### config.mk
export PLATFORM = sky130hd
export DESIGN_NAME = utf8_to_cesu8_transcoder_core_flat
export DESIGN_NICKNAME = d
export VERILOG_FILES = /design/src/rtl/u2c_pkg.sv /design/src/rtl/u2c_chan_if.sv /design/src/rtl/utf8_to_cesu8_transcoder_core.sv /design/src/rtl/u2c_front.sv /design/src/rtl/u2c_queue.sv /design/src/rtl/u2c_back.sv /design/src/flat_wrapper.sv
export VERILOG_INCLUDE_DIRS = /design/src /design/src/rtl
export SDC_FILE = /design/constraint.sdc
export NUM_CORES = 1
export LEC_CHECK = 0
export BUFFER_PORTS_ARGS = -buffer_cell sky130_fd_sc_hd__buf_4
export CAP_MARGIN = 20
export CORE_ASPECT_RATIO = 1.1
export CORE_MARGIN = 5
export CORE_UTILIZATION = 58
export CTS_BUF_LIST = sky130_fd_sc_hd__clkbuf_4 sky130_fd_sc_hd__clkbuf_8
export DETAILED_ROUTE_END_ITERATION = 12
export HOLD_SLACK_MARGIN = 0.12
export PLACE_DENSITY_LB_ADDON = 0.08
export SLEW_MARGIN = 20
export SYNTH_ARGS = -nofsm -noshare
export SYNTH_HDL_FRONTEND = slang
export SYNTH_SLANG_ARGS = --single-unit
### constraint.sdc
create_clock -name clk_i -period 4.4 [get_ports clk_i]
set_input_delay 0.44 -clock clk_i [delete_from_list [all_inputs] [get_ports clk_i]]
set_output_delay 0.44 -clock clk_i [all_outputs]
set_load 0.005 [all_outputs]
### src/rtl/utf8_to_cesu8_transcoder_core_assert.svh
// Assertion macros shared by the transcoder RTL.
// Expects clk_i and rst_ni in the scope of every use.
`ifndef UTF8_TO_CESU8_TRANSCODER_CORE_ASSERT_SVH
`define UTF8_TO_CESU8_TRANSCODER_CORE_ASSERT_SVH
`ifndef ASSERT_OFF
`define U2C_ASSERT(lbl, prop, msg) \
  lbl: assert property (@(posedge clk_i) disable iff (!rst_ni) prop) else $error(msg);
`define U2C_ASSERT_NEVER(lbl, cond, msg) \
  lbl: assert property (@(posedge clk_i) disable iff (!rst_ni) !(cond)) else $error(msg);
`else
`define U2C_ASSERT(lbl, prop, msg)
`define U2C_ASSERT_NEVER(lbl, cond, msg)
`endif
`endif

### src/rtl/u2c_pkg.sv
// Shared types, constants and byte encoders of the UTF-8 to CESU-8 transcoder.
// No dependencies.
package u2c_pkg;

  localparam int unsigned QUEUE_DEPTH = 4;

  localparam logic [20:0] REPL_CP   = 21'h00FFFD;
  localparam logic [20:0] SUPP_BASE = 21'h010000;
  localparam logic [15:0] HI_SURR   = 16'hD800;
  localparam logic [15:0] LO_SURR   = 16'hDC00;
  localparam logic [9:0]  LO_MASK   = 10'h3FF;

  // One decoded input word: replacements before, an optional code point,
  // replacements after.
  typedef struct packed {
    logic [1:0]  npre;
    logic        has_code;
    logic [20:0] code;
    logic [1:0]  npost;
  } u2c_cmd_t;

  typedef struct packed {
    logic     valid;
    u2c_cmd_t cmd;
  } u2c_beat_t;

  typedef enum logic [1:0] {
    PH_START,
    PH_PRE,
    PH_CODE,
    PH_POST
  } u2c_phase_e;

  function automatic logic [2:0] code_len(input logic [20:0] cp);
    if (cp < 21'h80) begin
      return 3'd1;
    end else if (cp < 21'h800) begin
      return 3'd2;
    end else if (cp < SUPP_BASE) begin
      return 3'd3;
    end
    return 3'd6;
  endfunction

  function automatic logic [7:0] put3_byte(input logic [15:0] u, input logic [1:0] k);
    case (k)
      2'd0:    return 8'hE0 | {4'h0, u[15:12]};
      2'd1:    return 8'h80 | {2'b00, u[11:6]};
      default: return 8'h80 | {2'b00, u[5:0]};
    endcase
  endfunction

  // Byte idx of the CESU-8 form of cp.
  function automatic logic [7:0] code_byte(input logic [20:0] cp, input logic [2:0] idx);
    logic [19:0] v;
    logic [15:0] hi;
    logic [15:0] lo;
    v  = 20'(cp - SUPP_BASE);
    hi = HI_SURR + {6'h00, v[19:10]};
    lo = LO_SURR + {6'h00, v[9:0] & LO_MASK};
    if (cp < 21'h80) begin
      return cp[7:0];
    end else if (cp < 21'h800) begin
      return (idx == 3'd0) ? {3'b110, cp[10:6]} : {2'b10, cp[5:0]};
    end else if (cp < SUPP_BASE) begin
      return put3_byte(cp[15:0], idx[1:0]);
    end else if (idx < 3'd3) begin
      return put3_byte(hi, idx[1:0]);
    end
    return put3_byte(lo, 2'(idx - 3'd3));
  endfunction

endpackage

### src/rtl/u2c_chan_if.sv
// Valid/ready channel interfaces for the transcoder input and output streams.
// No dependencies.
interface u2c_in_if;
  logic       valid;
  logic       ready;
  logic [7:0] in_byte;
  logic       buffer_end;
  modport source(output valid, output in_byte, output buffer_end, input ready);
  modport sink(input valid, input in_byte, input buffer_end, output ready);
endinterface

interface u2c_out_if;
  logic       valid;
  logic       ready;
  logic [7:0] out_byte;
  logic       run_last;
  modport source(output valid, output out_byte, output run_last, input ready);
  modport sink(input valid, input out_byte, input run_last, output ready);
endinterface

### src/rtl/utf8_to_cesu8_transcoder_core.sv
// UTF-8 to CESU-8 transcoder, top level. Depends on u2c_pkg, u2c_chan_if,
// u2c_front, u2c_queue and u2c_back.
//
// Usage: push raw UTF-8 bytes into in_i, one word per handshake, with
// buffer_end set on the last byte of a buffer. CESU-8 bytes come out of out_o,
// one word per handshake; run_last marks the final byte caused by an input
// byte. A byte that only extends a pending sequence yields no output word.
// Supplementary code points leave as two 3-byte surrogate halves; malformed
// or truncated input leaves as EF BF BD per pending byte.
// The accepting edge writes the decoded command of an input byte into the
// queue; its first output byte is then loaded into the output register.
// Throughput: the byte sequencer emits one output word per cycle while the
// receiver takes them; an input byte causes 0 to 12 output words. Input is
// taken every cycle while the command queue has room.
// Reset clears the decoder state, the queue and the output register.
// When the receiver stalls, the output word holds; the queue fills and then
// in_i.ready drops.
module utf8_to_cesu8_transcoder_core #(
  parameter int unsigned QueueDepth = u2c_pkg::QUEUE_DEPTH
) (
  input  logic      clk_i,
  input  logic      rst_ni,
  u2c_in_if.sink    in_i,
  u2c_out_if.source out_o
);
  import u2c_pkg::*;

  u2c_beat_t push;
  u2c_beat_t head;
  logic      full;
  logic      pop;

  // Decode and classify each accepted byte
  u2c_front u_front (
    .clk_i        (clk_i),
    .rst_ni       (rst_ni),
    .in_valid_i   (in_i.valid),
    .in_byte_i    (in_i.in_byte),
    .buffer_end_i (in_i.buffer_end),
    .in_ready_o   (in_i.ready),
    .full_i       (full),
    .push_o       (push)
  );

  // Hold decoded commands so the decoder runs ahead of a stalled output
  u2c_queue #(
    .Depth (QueueDepth)
  ) u_queue (
    .clk_i  (clk_i),
    .rst_ni (rst_ni),
    .push_i (push),
    .full_o (full),
    .head_o (head),
    .pop_i  (pop)
  );

  // Expand commands into output bytes
  u2c_back u_back (
    .clk_i       (clk_i),
    .rst_ni      (rst_ni),
    .head_i      (head),
    .pop_o       (pop),
    .out_valid_o (out_o.valid),
    .out_ready_i (out_o.ready),
    .out_byte_o  (out_o.out_byte),
    .run_last_o  (out_o.run_last)
  );

endmodule

### src/rtl/u2c_front.sv
// Front end: UTF-8 decoder state, validity checks, command generation.
// Depends on u2c_pkg and the assertion macro header.
`include "utf8_to_cesu8_transcoder_core_assert.svh"
module u2c_front (
  input  logic                clk_i,
  input  logic                rst_ni,
  input  logic                in_valid_i,
  input  logic [7:0]          in_byte_i,
  input  logic                buffer_end_i,
  output logic                in_ready_o,
  input  logic                full_i,
  output u2c_pkg::u2c_beat_t  push_o
);
  import u2c_pkg::*;

  logic [1:0]  pend_q, pend_d, pend_inc;
  logic [2:0]  len_q, len_d;
  logic [20:0] acc_q, acc_d, acc_ext;
  logic        cont_ok, taken, accept;
  u2c_cmd_t    cmd;

  assign in_ready_o = !full_i;
  assign accept     = in_valid_i && !full_i;

  always_comb begin
    cmd      = '0;
    pend_d   = pend_q;
    len_d    = len_q;
    acc_d    = acc_q;
    taken    = 1'b0;
    acc_ext  = {acc_q[14:0], in_byte_i[5:0]};
    pend_inc = pend_q + 2'd1;
    cont_ok  = (in_byte_i[7:6] == 2'b10);
    // Reject overlongs, surrogates and values past U+10FFFF on the second byte
    if (pend_q == 2'd1) begin
      if (len_q == 3'd3) begin
        if (acc_q == 21'h0 && in_byte_i < 8'hA0) cont_ok = 1'b0;
        if (acc_q == 21'hD && in_byte_i >= 8'hA0) cont_ok = 1'b0;
      end else if (len_q == 3'd4) begin
        if (acc_q == 21'h0 && in_byte_i < 8'h90) cont_ok = 1'b0;
        if (acc_q == 21'h4 && in_byte_i >= 8'h90) cont_ok = 1'b0;
      end
    end
    if (pend_q != 2'd0) begin
      if (cont_ok) begin
        taken  = 1'b1;
        acc_d  = acc_ext;
        pend_d = pend_inc;
        if ({1'b0, pend_inc} >= len_q || pend_inc == 2'd0) begin
          cmd.has_code = 1'b1;
          cmd.code     = acc_ext;
          pend_d       = 2'd0;
          len_d        = 3'd0;
          acc_d        = '0;
        end
      end else begin
        // Flush the broken sequence, then restart on this byte
        cmd.npre = pend_q;
        pend_d   = 2'd0;
        len_d    = 3'd0;
        acc_d    = '0;
      end
    end
    if (!taken) begin
      if (in_byte_i < 8'h80) begin
        cmd.has_code = 1'b1;
        cmd.code     = {13'h0, in_byte_i};
      end else if (in_byte_i inside {[8'hC2:8'hDF]}) begin
        len_d  = 3'd2;
        pend_d = 2'd1;
        acc_d  = {16'h0, in_byte_i[4:0]};
      end else if (in_byte_i inside {[8'hE0:8'hEF]}) begin
        len_d  = 3'd3;
        pend_d = 2'd1;
        acc_d  = {17'h0, in_byte_i[3:0]};
      end else if (in_byte_i inside {[8'hF0:8'hF4]}) begin
        len_d  = 3'd4;
        pend_d = 2'd1;
        acc_d  = {18'h0, in_byte_i[2:0]};
      end else begin
        cmd.has_code = 1'b1;
        cmd.code     = REPL_CP;
      end
    end
    // Drop a truncated sequence at the end of the buffer
    if (buffer_end_i && pend_d != 2'd0) begin
      cmd.npost = pend_d;
      pend_d    = 2'd0;
      len_d     = 3'd0;
      acc_d     = '0;
    end
  end

  assign push_o.valid = accept && (cmd.npre != 2'd0 || cmd.has_code || cmd.npost != 2'd0);
  assign push_o.cmd   = cmd;

  always_ff @(posedge clk_i or negedge rst_ni) begin
    if (!rst_ni) begin
      pend_q <= 2'd0;
      len_q  <= 3'd0;
      acc_q  <= '0;
    end else if (accept) begin
      pend_q <= pend_d;
      len_q  <= len_d;
      acc_q  <= acc_d;
    end
  end

  `U2C_ASSERT(a_front_pend_bound, pend_q != 2'd0 |-> ({1'b0, pend_q} < len_q && len_q >= 3'd2), "pending count out of range")

endmodule

### src/rtl/u2c_queue.sv
// Short command queue between the decoder and the byte sequencer.
// Depends on u2c_pkg and the assertion macro header.
`include "utf8_to_cesu8_transcoder_core_assert.svh"
module u2c_queue #(
  parameter int unsigned Depth = u2c_pkg::QUEUE_DEPTH
) (
  input  logic               clk_i,
  input  logic               rst_ni,
  input  u2c_pkg::u2c_beat_t push_i,
  output logic               full_o,
  output u2c_pkg::u2c_beat_t head_o,
  input  logic               pop_i
);
  import u2c_pkg::*;

  localparam int unsigned PtrW = (Depth > 1) ? $clog2(Depth) : 1;
  localparam int unsigned CntW = $clog2(Depth + 1);

  u2c_cmd_t          mem_q [Depth];
  logic [PtrW-1:0]   wr_ptr_q, rd_ptr_q;
  logic [CntW-1:0]   cnt_q;

  function automatic logic [PtrW-1:0] ptr_inc(input logic [PtrW-1:0] p);
    return (p == PtrW'(Depth - 1)) ? '0 : p + PtrW'(1);
  endfunction

  assign full_o       = (cnt_q == CntW'(Depth));
  assign head_o.valid = (cnt_q != '0);
  assign head_o.cmd   = mem_q[rd_ptr_q];

  always_ff @(posedge clk_i) begin
    if (push_i.valid) begin
      mem_q[wr_ptr_q] <= push_i.cmd;
    end
  end

  always_ff @(posedge clk_i or negedge rst_ni) begin
    if (!rst_ni) begin
      wr_ptr_q <= '0;
      rd_ptr_q <= '0;
      cnt_q    <= '0;
    end else begin
      if (push_i.valid) wr_ptr_q <= ptr_inc(wr_ptr_q);
      if (pop_i) rd_ptr_q <= ptr_inc(rd_ptr_q);
      if (push_i.valid && !pop_i) begin
        cnt_q <= cnt_q + CntW'(1);
      end else if (!push_i.valid && pop_i) begin
        cnt_q <= cnt_q - CntW'(1);
      end
    end
  end

  `U2C_ASSERT_NEVER(a_queue_overflow, push_i.valid && full_o, "push into full queue")
  `U2C_ASSERT_NEVER(a_queue_underflow, pop_i && cnt_q == '0, "pop from empty queue")

endmodule

### src/rtl/u2c_back.sv
// Back end: expands queued commands into CESU-8 bytes, one per cycle while the
// output register is free, into a registered output word. Depends on u2c_pkg and the macro header.
`include "utf8_to_cesu8_transcoder_core_assert.svh"
module u2c_back (
  input  logic               clk_i,
  input  logic               rst_ni,
  input  u2c_pkg::u2c_beat_t head_i,
  output logic               pop_o,
  output logic               out_valid_o,
  input  logic               out_ready_i,
  output logic [7:0]         out_byte_o,
  output logic               run_last_o
);
  import u2c_pkg::*;

  u2c_phase_e  phase_q, phase_d, cur_ph, nxt_ph;
  logic [1:0]  unit_q, unit_d, unit_cnt;
  logic [2:0]  idx_q, idx_d, unit_len;
  logic        unit_end, phase_end, cmd_end, step, out_free;
  logic        valid_q, last_q;
  logic [7:0]  byte_q, byte_d;

  assign out_free = !valid_q || out_ready_i;
  assign step     = head_i.valid && out_free;

  // Decode where the sequencer stands within the head command
  always_comb begin
    if (phase_q != PH_START) begin
      cur_ph = phase_q;
    end else if (head_i.cmd.npre != 2'd0) begin
      cur_ph = PH_PRE;
    end else if (head_i.cmd.has_code) begin
      cur_ph = PH_CODE;
    end else begin
      cur_ph = PH_POST;
    end
    case (cur_ph)
      PH_PRE: begin
        nxt_ph = head_i.cmd.has_code ? PH_CODE :
                 (head_i.cmd.npost != 2'd0) ? PH_POST : PH_START;
      end
      PH_CODE: nxt_ph = (head_i.cmd.npost != 2'd0) ? PH_POST : PH_START;
      default: nxt_ph = PH_START;
    endcase
    unit_len  = (cur_ph == PH_CODE) ? code_len(head_i.cmd.code) : 3'd3;
    unit_cnt  = (cur_ph == PH_PRE) ? head_i.cmd.npre : head_i.cmd.npost;
    unit_end  = (idx_q == unit_len - 3'd1);
    phase_end = unit_end && (cur_ph == PH_CODE || unit_q == unit_cnt - 2'd1);
    cmd_end   = phase_end && (nxt_ph == PH_START);
  end

  // Next state
  always_comb begin
    phase_d = phase_q;
    unit_d  = unit_q;
    idx_d   = idx_q;
    if (step) begin
      if (phase_end) begin
        phase_d = nxt_ph;
        unit_d  = 2'd0;
        idx_d   = 3'd0;
      end else if (unit_end) begin
        phase_d = cur_ph;
        unit_d  = unit_q + 2'd1;
        idx_d   = 3'd0;
      end else begin
        phase_d = cur_ph;
        idx_d   = idx_q + 3'd1;
      end
    end
  end

  // Outputs
  always_comb begin
    byte_d = (cur_ph == PH_CODE) ? code_byte(head_i.cmd.code, idx_q) : code_byte(REPL_CP, idx_q);
    pop_o  = step && cmd_end;
  end

  always_ff @(posedge clk_i or negedge rst_ni) begin
    if (!rst_ni) begin
      phase_q <= PH_START;
      unit_q  <= 2'd0;
      idx_q   <= 3'd0;
      valid_q <= 1'b0;
    end else begin
      phase_q <= phase_d;
      unit_q  <= unit_d;
      idx_q   <= idx_d;
      if (step) begin
        valid_q <= 1'b1;
      end else if (out_ready_i) begin
        valid_q <= 1'b0;
      end
    end
  end

  always_ff @(posedge clk_i) begin
    if (step) begin
      byte_q <= byte_d;
      last_q <= cmd_end;
    end
  end

  assign out_valid_o = valid_q;
  assign out_byte_o  = byte_q;
  assign run_last_o  = last_q;

  `U2C_ASSERT(a_back_head_held, phase_q != PH_START |-> head_i.valid, "command lost mid-expansion")

endmodule

### src/flat_wrapper.sv
// flat-port wrapper written by rule: the top's interface ports become plain ports
module utf8_to_cesu8_transcoder_core_flat import u2c_pkg::*;
#(
  parameter int unsigned QueueDepth = u2c_pkg::QUEUE_DEPTH
)
  (clk_i, rst_ni, in_i_valid, in_i_in_byte, in_i_buffer_end, in_i_ready, out_o_valid, out_o_out_byte, out_o_run_last, out_o_ready);
  u2c_in_if in_i_i ();
  u2c_out_if out_o_i ();
  input  logic clk_i;
  input  logic rst_ni;
  input wire logic [$bits(in_i_i.valid)-1:0] in_i_valid;
  input wire logic [$bits(in_i_i.in_byte)-1:0] in_i_in_byte;
  input wire logic [$bits(in_i_i.buffer_end)-1:0] in_i_buffer_end;
  output wire logic [$bits(in_i_i.ready)-1:0] in_i_ready;
  output wire logic [$bits(out_o_i.valid)-1:0] out_o_valid;
  output wire logic [$bits(out_o_i.out_byte)-1:0] out_o_out_byte;
  output wire logic [$bits(out_o_i.run_last)-1:0] out_o_run_last;
  input wire logic [$bits(out_o_i.ready)-1:0] out_o_ready;
  assign in_i_i.valid = in_i_valid;
  assign in_i_i.in_byte = in_i_in_byte;
  assign in_i_i.buffer_end = in_i_buffer_end;
  assign in_i_ready = in_i_i.ready;
  assign out_o_valid = out_o_i.valid;
  assign out_o_out_byte = out_o_i.out_byte;
  assign out_o_run_last = out_o_i.run_last;
  assign out_o_i.ready = out_o_ready;
  utf8_to_cesu8_transcoder_core #(.QueueDepth(QueueDepth)) u_core (.clk_i(clk_i), .rst_ni(rst_ni), .in_i(in_i_i), .out_o(out_o_i));
endmodule
==> results.txt, run 1 <==
status -> finished clean
Hold Violations, Final -> 0
Overflow after GRT -> 0
VDD IR max -> 0.3738 mV
Int Power -> 0.003325 W
Final Max Tran Viols -> 0
sw power -> 0.001995 W
Clock Sinks -> 154
total die area -> 0.01525 mm2
IO buf count -> 23
Final Setup Violations -> 0
CP top delay family -> simple AND/OR/NAND/NOR gates
Cell Area, Synth -> 0.007470 mm2
Inst Count DP -> 734
CP max-delay cell -> or4_4
Skew-Pair Late Insertion Delay -> 0.46 ns
CP Max Fanout -> 5
DP Wirelength -> 10970 um
initial core utilization -> 59.08%
final net count -> 641
Core ar. -> 0.01264 mm2
Seq cells post-synth -> 154
min cycle time layout -> 4.360 ns
initial antenna violation count -> 0
Logic pwr share -> 40.2%
most used cell, CP -> inv_2
Hold Crit Class -> primary input to flip-flop
FF+latch area -> 0.004422 mm2
All-Layer GR Usage -> 21.97%
Worst-path clk slew -> 0.10 ns
Die W -> 118.2 um
Netlist cell types -> 67
WL final -> 16110 um
htree depth -> 4
total power -> 0.005320 W
switching portion of total power -> 37.49%
maximum clock insertion buffer count -> 2
Lkg Pwr -> 3.230 nW
CP required -> 4.75 ns
Core Rows -> 43
Syn. warnings -> 0
CTS Root Cell -> clkbuf_8
DR vias -> 4890
Reg power frac -> 40.0%
number of routed nets with antenna violations -> 0
number of global-route vias before repair -> 4856
share of the yosys chip area belonging to registers -> 59.16%
Rel. slew slack -> 34.75%
max-cap viol count -> 0
critical path, cell by cell -> buf_12, buf_16, mux4_2, or4_4, nor2_4, nand2_2, nor2_4, nand2_2, inv_2, ha_4, xor2_4, and3_4, a21oi_2, a31o_1, and3b_2, inv_2, ha_4, inv_2, fa_2, mux2_2
CP Class -> flip-flop to flip-flop
fmax -> 0.2293 GHz
slowest stage delay, CP -> 0.56 ns
crit share post-route -> 99.09%
Cells after Synth -> 552
PD cells -> 619.0 mW/mm2
first-pass GRT wire length -> 25960 um
DR DRC count -> 0
starting DRC count in detailed routing -> 429
ys async rst share -> 26.62%
worst path bufs/invs -> 5
ANT cells -> 0
arrival time at the worst endpoint -> 4.71 ns
worst-margin pin slew -> 0.9751 ns
Vias/cell -> 6.285
area delta synth->final -> 15.06%
Non-Filler Instances -> 778
gpl congestion -> 0.9158
clock share of power -> 19.8%
Multi-input gate area -> 0.002938 mm2
CP startpoint kind -> flip-flop
Fill cells -> 884
Ports -> 24
TritonCTS Buffers -> 17
Die Y -> 129.0 um
unrepaired setup endpoints after global routing -> yes
layout cells sized above 1 -> 24.64%
routed length per placed instance -> 20.71 um
number of enable flip-flop cells after synthesis -> 113
largest net degree at the start of global routing -> 42
top_reg_cell synth -> edfxtp_1
TritonCTS clock tree -> done
DR pass1 iterations -> 5
Crit. End Element -> flip-flop
Mapped Nets -> 585
Fin Clk Skew -> 0.01539 ns
Avg Inst Size Synth -> 13.53 um2
## layout by cell type (no fill, tap or decap), types with 5 or more instances in the layout
cell type / netlist / routed
dfrtp_1: 41 / 39
nand2_1: 34 / 32
nor2b_1: 8 / 8
nor3_1: 16 / 16
nand3_1: 7 / 7
a22oi_1: 6 / 6
ha_1: 19 / 16
mux2_2: 5 / 5
and2_1: 11 / 11
mux2i_1: 8 / 7
clkinv_8: 0 / 5
edfxtp_1: 113 / 113
clkbuf_8: 0 / 17
nor2_1: 34 / 31
mux4_2: 21 / 24
o31ai_1: 5 / 5
a22o_1: 24 / 24
a211oi_1: 12 / 12
xnor2_1: 6 / 6
buf_4: 1 / 54
a21o_1: 14 / 14
o21ai_0: 15 / 15
inv_1: 24 / 21
a21oi_1: 25 / 24
## power groups by stage
stage | logic [W] | registers (W) | clock network, W
after floorplan | 0.00148 | 0.00209 | 0
after global placement | 0.00197 | 0.00214 | 0
after detailed placement | 0.00200 | 0.00215 | 0
after CTS | 0.00209 | 0.00212 | 0.00107
after global routing | 0.00235 | 0.00216 | 0.00115
final | 0.00214 | 0.00213 | 0.00105
## synth_stat cells (6+ instances only)
| cell type | number | area (um2) |
|---|---|---|
| ha_1 | 19 | 237.7 |
| a211oi_1 | 12 | 90.09 |
| xnor2_1 | 6 | 52.55 |
| edfxtp_1 | 113 | 3393 |
| nand2_1 | 34 | 127.6 |
| nor3_1 | 16 | 80.08 |
| nand3_1 | 7 | 35.03 |
| and2_1 | 11 | 68.82 |
| buf_2 | 6 | 30.03 |
| o21ai_0 | 15 | 75.07 |
| mux2i_1 | 8 | 80.08 |
| dfrtp_1 | 41 | 1026 |
| nor2b_1 | 8 | 50.05 |
| a21o_1 | 14 | 105.1 |
| a22oi_1 | 6 | 45.04 |
| inv_1 | 24 | 90.09 |
| clkbuf_1 | 14 | 52.55 |
| mux4_2 | 21 | 473.0 |
| a22o_1 | 24 | 210.2 |
| nor2_1 | 34 | 127.6 |
| a21oi_1 | 25 | 125.1 |
## worst reg2reg max path, stage by stage, from the launching register on
cell and delay (ns):
dfrtp_2 0.44, buf_12 0.12, buf_16 0.11, mux4_2 0.52
or4_4 0.56, nor2_4 0.14, nand2_2 0.09, nor2_4 0.11
nand2_2 0.07, inv_2 0.07, ha_4 0.14, xor2_4 0.20
and3_4 0.21, a21oi_2 0.05, a31o_1 0.23, and3b_2 0.26
inv_2 0.05, ha_4 0.15, inv_2 0.05, fa_2 0.41
mux2_2 0.26
## layer usage
layer	track usage, %	part of all wire, %
met4	7.490	2.9
met2	35.85	49
met3	5.456	4.8
met1	29.28	43
met5	0	0
## stage by stage
| stage | util, % | cell area [um2] | setup slack, ns | hold slack, ns | TNS, ns |
|---|---|---|---|---|---|
| 6_report | 67.98 | 8594 | 0.03983 | 0.1925 | 0 |
| 5_1_grt | 67.98 | 8594 | -0.1456 | 0.1665 | -0.2817 |
| 2_1_floorplan | - | 7527 | 0.008656 | 0.1444 | 0 |
| 4_1_cts | 67.12 | 8486 | 0.007273 | 0.1669 | 0 |
| 3_5_place_dp | 63.06 | 7973 | -0.05726 | 0.4853 | -0.05726 |
| 3_3_place_gp | 63.06 | 7973 | 0.1003 | 0.4716 | 0 |
## cell type report
cell class,instances,share of cell area [%]
flip-flops and latches,154,51.45
multi-input cells,349,34.18
repair buffers,61,6.216
clock buffers,17,2.722
well taps,157,2.286
clock inverters,15,2.053
inverters,25,1.092
## cells by family after synthesis
| family | count (synthesis) | share of synthesized area, % |
|---|---|---|
| DFF | 154 | 59.16 |
| AOI/OAI and AO/OA | 140 | 13.60 |
| and+or+nand+nor | 138 | 9.380 |
| buffers and inverters | 49 | 2.915 |
| muxes | 41 | 10.32 |
| adders and majority gates | 20 | 3.451 |
| xor gates and xnor gates | 10 | 1.172 |
## sequential cells by signal, summed over array words and instances, names as in the netlist
name / flops
u_core.u_back.out_valid_o: 1
u_core.u_queue.wr_ptr_q: 2
u_core.u_back.unit_q: 2
u_core.u_queue.rd_ptr_q: 2
u_core.u_front.len_q: 3
u_core.u_queue.cnt_q: 3
u_core.u_back.idx_q: 3
u_core.u_front.acc_q: 21
u_core.u_back.phase_q: 2
u_core.u_front.pend_q: 2
u_core.u_back.run_last_o: 1
u_core.u_queue.mem_q: 104
u_core.u_back.out_byte_o: 8
## final timing paths
path	cells after the start	slack (ns)	startpoint	end
max in group asynchronous	2	3.45	rst_ni	u_core.u_queue.rd_ptr_q[1]$_DFFE_PN0P_
max	20	0.04	u_core.u_queue.rd_ptr_q[0]$_DFFE_PN0P_	u_core.u_queue.cnt_q[1]$_DFFE_PN0P_
min	2	0.19	in_i_buffer_end	u_core.u_front.pend_q[1]$_DFFE_PN0P_
min in group asynchronous	2	0.51	rst_ni	u_core.u_back.idx_q[1]$_DFFE_PN0P_
max reg2reg	20	0.04	u_core.u_queue.rd_ptr_q[0]$_DFFE_PN0P_	u_core.u_queue.cnt_q[1]$_DFFE_PN0P_
min reg2reg	1	0.51	u_core.u_queue.cnt_q[2]$_DFFE_PN0P_	u_core.u_queue.cnt_q[2]$_DFFE_PN0P_
## timing repair
item	in CTS	in global routing
setup endpoints to repair	1	2
resized for setup	7	15
pin swaps	1	15
endpoints found under the hold margin	41	0
hold buffers	1	0
cloned	1	0
buffers inserted	5	5
Power figures use the tool's default switching activity.
==> inputs of run 2 (changes only) <==
CORE_UTILIZATION = 69   (was 58)
SETUP_SLACK_MARGIN = 0.1   (was not set)
SLEW_MARGIN = 25   (was 20)
clock period = 5.56 ns   (was 4.4 ns; I/O delays follow)
==> run 2 against run 1 <==
Against the previous run: combinational power fell by 30%; clock skew fell by 0.0072 ns; clock-buffer cell count did not move; largest power group is now sequential cells; highest routed layer unchanged.
==> results.txt, run 2 (synthesized netlist as in run 1, its figures left out) <==
status -> finished clean
Ports -> 24 (unchanged)
layout cells sized above 1 -> 17.79% (-6.9 points)
TritonCTS clock tree -> done
most frequent cells in the layout -> edfxtp_1 (113), dfrtp_1 (40), nand2_1 (34), buf_4 (34), nor2_1 (33)
DR vias -> 4835 (-1.1%)
Core Rows -> 39 (-9.3%)
Hold Violations, Final -> 0 (unchanged)
area delta synth->final -> 10.15%
routed length per placed instance -> 20.47 um (-1.1%)
Fin Clk Skew -> 0.008138 ns (-0.007250 ns)
DP Wirelength -> 10560 um (-3.8%)
total die area -> 0.01301 mm2 (-15%)
Crit. End Element -> flip-flop
Hold Crit Class -> primary input to flip-flop
Die W -> 109.2 um (-7.6%)
CP Max Fanout -> 15 (+10)
Final Max Tran Viols -> 0 (unchanged)
number of routed nets with antenna violations -> 0 (unchanged)
fmax -> 0.1995 GHz (-13%)
gpl congestion -> 0.9409 (+2.7%)
Worst-path clk slew -> 0.09 ns (about the same)
Lkg Pwr -> 3.107 nW (-3.8%)
CTS Root Cell -> clkbuf_8
initial antenna violation count -> 0 (unchanged)
unrepaired setup endpoints after global routing -> no
PD cells -> 492.1 mW/mm2 (-21%)
Final Setup Violations -> 0 (unchanged)
final net count -> 616 (-3.9%)
CP Class -> flip-flop to flip-flop
Clock Sinks -> 154 (unchanged)
Vias/cell -> 6.543 (+4.1%)
Skew-Pair Late Insertion Delay -> 0.44 ns (-0.02 ns)
IO buf count -> 23 (unchanged)
Core ar. -> 0.01049 mm2 (-17%)
number of global-route vias before repair -> 4796 (-1.2%)
min cycle time layout -> 5.012 ns (+0.6520 ns)
Rel. slew slack -> 42.75% (+8.0 points)
All-Layer GR Usage -> 24.86% (+2.9 points)
final core occ -> 78.43% (+10 points)
htree depth -> 4 (unchanged)
largest net degree at the start of global routing -> 42 (unchanged)
worst-margin pin slew -> 0.8515 ns (-0.1237 ns)
Die Y -> 119.1 um (-7.7%)
most flop-heavy register -> u_core.u_queue.mem_q
maximum clock insertion buffer count -> 2 (unchanged)
starting DRC count in detailed routing -> 388 (-9.6%)
DR DRC count -> 0 (unchanged)
first-pass GRT wire length -> 24560 um (-5.4%)
arrival time at the worst endpoint -> 5.37 ns (+0.66 ns)
Overflow after GRT -> 0 (unchanged)
crit share post-route -> 90.15% (-8.9 points)
most common cell after layout, fill and taps aside -> edfxtp_1
DR pass1 iterations -> 5 (unchanged)
initial core utilization -> 71.20% (+12 points)
ANT cells -> 0 (unchanged)
VDD IR max -> 0.2933 mV (-22%)
CP required -> 5.92 ns (+1.17 ns)
max-cap viol count -> 0 (unchanged)
post-CTS setup repair buffer count -> 0 (-5)
CP startpoint kind -> flip-flop
WL final -> 15130 um (-6.1%)
max reg flops -> 104 (unchanged)
Fill cells -> 630 (-29%)
TritonCTS Buffers -> 17 (unchanged)
Setup TNS -> 0 ns (unchanged)
-- run 2: timing repair --
item                       CTS  global route
hold buffers                 1             0
hold endpoints to repair    41             0
gates resized for setup      0             1
setup endpoints to repair    0             2
-- run 2: worst max-delay path, cell delays in order (launching register included) --
cell and delay (ns):
dfrtp_2 0.64, mux4_1 0.67, or4_1 0.55, nor2_1 0.15, buf_4 0.21, a21oi_1 0.08
nor2_1 0.11, ha_1 0.18, xor2_1 0.30, nor3_1 0.10, a21oi_2 0.12, a31o_1 0.34
and3b_2 0.30, inv_1 0.07, ha_1 0.18, inv_1 0.07, fa_1 0.43, xor2_1 0.17
nor2_1 0.12, xor2_1 0.15
-- run 2: cell type report --
type	instances	area (um2)	share of cell area, %
Sequential cell	154	4420	53.73
Multi-Input combinational cell	349	2835	34.46
Timing Repair Buffer	36	285.3	3.467
Clock buffer	17	234.0	2.844
Clock inverter	15	180.2	2.190
Tap cell	143	178.9	2.175
Inverter	25	93.84	1.141
-- run 2: power by group --
group | total, W | internal, W | switching (W)
sequential | 0.00170 | 0.00152 | 0.000178
clock | 0.000857 | 0.000416 | 0.000440
combinational | 0.00149 | 0.000636 | 0.000858
total | 0.00405 | 0.00257 | 0.00148
-- run 2: metrics by stage --
step / std cells / setup slack (ns) / hold WS (ns) / area, um2 / total power, W
detailed placement: 706 / 0.3209 / 0.4912 / 7800 / 0.003192
global route: 739 / 0.1709 / 0.3130 / 8228 / 0.004293
floorplan: 552 / 0.7461 / 0.2604 / 7470 / 0.002789
CTS: 739 / 0.2895 / 0.3030 / 8224 / 0.004053
finish: 739 / 0.5479 / 0.3319 / 8228 / 0.004049
global placement: 706 / 0.4798 / 0.4744 / 7800 / 0.003131
-- run 2: routing by layer --
layer | GRT usage (%) | wire, um
met1 | 31.93 | 6111
met2 | 41.24 | 7754
met3 | 6.331 | 944
met4 | 8.730 | 316
met5 | 0 | 0
-- run 2: worst paths after layout --
check                                                         endpoint  cells after the start  slack (ns)                                    from
worst min-delay path              u_core.u_front.pend_q[1]$_DFFE_PN0P_                      2        0.33                         in_i_buffer_end
worst max register to register     u_core.u_queue.cnt_q[2]$_DFFE_PN0P_                     19        0.55  u_core.u_queue.rd_ptr_q[0]$_DFFE_PN0P_
worst min register to register     u_core.u_queue.cnt_q[2]$_DFFE_PN0P_                      1        0.50     u_core.u_queue.cnt_q[2]$_DFFE_PN0P_
min in group asynchronous        u_core.u_back.out_valid_o$_DFFE_PN0P_                      2        0.63                                  rst_ni
max in group asynchronous       u_core.u_queue.rd_ptr_q[0]$_DFFE_PN0P_                      2        4.53                                  rst_ni
worst max-delay path               u_core.u_queue.cnt_q[2]$_DFFE_PN0P_                     19        0.55  u_core.u_queue.rd_ptr_q[0]$_DFFE_PN0P_
==> inputs of run 3 (changes only) <==
BUFFER_PORTS_ARGS = not set   (was -buffer_cell sky130_fd_sc_hd__buf_4)
CORE_UTILIZATION = 70   (was 69)
DONT_BUFFER_PORTS = 1   (was not set)
==> run 3 against run 2 <==
Against the previous run: critical path depth decreased by 1; register-to-register slack worse by 0.05 ns; worst hold slack lost 0.13 ns; power up 1.3%; routed wire length increased by 7.2%; final cell count down 3.1%; non-clock buffer count is 23 lower; combinational power barely moved; sequential cell count stayed put; sequential share of layout area rose by 0.84 points; global-route usage increased by 1.8 points; critical path type unchanged.
==> results.txt, run 3 (synthesized netlist as in run 1, its figures left out) <==
All-Layer GR Usage -> 26.70% (+1.8 points)
ANT cells -> 0 (unchanged)
WHS -> 0.1982 ns (-0.1338 ns)
most used cell, CP -> xor2_1
max-cap viol count -> 0 (unchanged)
DP Wirelength -> 11310 um (+7.1%)
layout cells sized above 1 -> 14.31% (-3.5 points)
status -> finished clean
slowest stage delay, CP -> 0.70 ns (+0.03 ns)
routed length per placed instance -> 22.65 um (+11%)
Crit. End Element -> flip-flop
Setup WS pre-CTS -> 0.5421 ns (+0.2213 ns)
IO buf count -> 0 (-100%)
initial core utilization -> 71.87% (+0.67 points)
CP Class -> flip-flop to flip-flop
total power -> 0.004101 W (+1.3%)
DR pass1 iterations -> 6 (+1)
min cycle time layout -> 5.061 ns (+0.04871 ns)
unrepaired setup endpoints after global routing -> no
Final Setup Violations -> 0 (unchanged)
total die area -> 0.01284 mm2 (-1.3%)
max reg flops -> 104 (unchanged)
WL final -> 16220 um (+7.2%)
Hold Crit Class -> primary input to flip-flop
TritonCTS clock tree -> done
VDD IR max -> 0.2764 mV (-5.8%)
Worst-path clk slew -> 0.08 ns (about the same)
final net count -> 593 (-3.7%)
PnR worst setup slack -> 0.4992 ns (-0.04872 ns)
CP max-delay cell -> dfrtp_1
critical path, cell by cell -> mux4_2, or3_4, or3_4, a21oi_1, nor2_1, ha_1, xor2_1, and3_1, a21oi_2, a31o_1, and3b_2, inv_1, ha_1, inv_1, fa_1, xor2_1, nor2_1, xor2_1
Clock Sinks -> 154 (unchanged)
htree depth -> 4 (unchanged)
Core ar. -> 0.01039 mm2 (-0.93%)
DR vias -> 4867 (+0.66%)
Setup TNS -> 0 ns (unchanged)
most common cell after layout, fill and taps aside -> edfxtp_1
Hold Violations, Final -> 0 (unchanged)
initial antenna violation count -> 0 (unchanged)
crit share post-route -> 91.02% (+0.88 points)
Ports -> 24 (unchanged)
Non-Filler Instances -> 716 (-3.1%)
area delta synth->final -> 8.425%
TritonCTS Buffers -> 17 (unchanged)
starting DRC count in detailed routing -> 470 (+21%)
worst path bufs/invs -> 2 (-1)
CP Max Fanout -> 11 (-4)
Overflow after GRT -> 0 (unchanged)
CTS Root Cell -> clkbuf_8
Vias/cell -> 6.797 (+3.9%)
PD cells -> 506.4 mW/mm2 (+2.9%)
DR DRC count -> 0 (unchanged)
Core Rows -> 39 (unchanged)
CP required -> 5.95 ns (+0.03 ns)
most flop-heavy register -> u_core.u_queue.mem_q
maximum clock insertion buffer count -> 2 (unchanged)
Die Y -> 118.3 um (-0.66%)
arrival time at the worst endpoint -> 5.45 ns (+0.08 ns)
number of global-route vias before repair -> 4740 (-1.2%)
worst-margin pin slew -> 0.8710 ns (+0.01956 ns)
gpl congestion -> 0.9033 (-4.0%)
Skew-Pair Late Insertion Delay -> 0.45 ns (about the same)
CP top delay family -> simple AND/OR/NAND/NOR gates
Inst Count DP -> 682 (-3.4%)
first-pass GRT wire length -> 25740 um (+4.8%)
number of routed nets with antenna violations -> 0 (unchanged)
R2R Setup Slk -> 0.50 ns (-0.05 ns)
CP startpoint kind -> flip-flop
Lkg Pwr -> 3.017 nW (-2.9%)
Final Max Tran Viols -> 0 (unchanged)
Fin Clk Skew -> 0.009992 ns (+0.001854 ns)
Die W -> 108.5 um (-0.65%)
largest net degree at the start of global routing -> 42 (unchanged)
fmax -> 0.1976 GHz (-0.96%)
Rel. slew slack -> 41.93% (-0.82 points)
Fill cells -> 602 (-4.4%)
most frequent cells in the layout -> edfxtp_1 (113), dfrtp_1 (41), nand2_1 (34), nor2_1 (33), a21oi_1 (25)
-- run 3: worst paths after layout --
check / cells after the start / to / from
worst max-delay path: 18 / u_core.u_queue.cnt_q[2]$_DFFE_PN0P_ / u_core.u_queue.rd_ptr_q[0]$_DFFE_PN0P_
worst min-delay path: 1 / u_core.u_front.pend_q[1]$_DFFE_PN0P_ / in_i_buffer_end
worst max register to register: 18 / u_core.u_queue.cnt_q[2]$_DFFE_PN0P_ / u_core.u_queue.rd_ptr_q[0]$_DFFE_PN0P_
worst min register to register: 1 / u_core.u_front.acc_q[17]$_DFFE_PN0P_ / u_core.u_front.acc_q[17]$_DFFE_PN0P_
max in group asynchronous: 2 / u_core.u_front.acc_q[10]$_DFFE_PN0P_ / rst_ni
min in group asynchronous: 2 / u_core.u_queue.cnt_q[2]$_DFFE_PN0P_ / rst_ni
-- run 3: through the flow --
step,utilization [%],cell area [um2]
2_1_floorplan,-,7470
3_3_place_gp,73.43,7632
3_5_place_dp,73.43,7632
4_1_cts,77.84,8090
5_1_grt,77.92,8099
6_report,77.92,8099
-- run 3: area by class of cell --
| cell class | instances | area, um2 | share of cell area (%) |
|---|---|---|---|
| timing repair buffer | 13 | 145.1 | 1.792 |
| inverter | 25 | 93.84 | 1.159 |
| multi-input combinational | 349 | 2841 | 35.08 |
| sequential | 154 | 4419 | 54.57 |
| tap | 143 | 178.9 | 2.209 |
| clock buffer | 17 | 234.0 | 2.889 |
| clock inverter | 15 | 186.4 | 2.302 |
-- run 3: power by group --
group	internal, W	switching, W	total, W
Combinational	0.000623	0.000880	0.00150
Clock	0.000454	0.000438	0.000892
Sequential	0.00152	0.000187	0.00171
Total	0.00260	0.00150	0.00410
-- run 3: per-layer routing --
| layer | global-route usage, % | wire length [um] |
|---|---|---|
| met5 | 0 | 0 |
| met1 | 35.36 | 6565 |
| met2 | 42.77 | 8124 |
| met3 | 5.889 | 997 |
| met4 | 11.52 | 528 |
-- run 3: repair_timing --
| action | in CTS | in global routing |
|---|---|---|
| setup buffers | 0 | 0 |
| resized for setup | 0 | 1 |
| setup endpoints to repair | 0 | 2 |
| endpoints found under the hold margin | 41 | 0 |
| hold buffers | 2 | 0 |
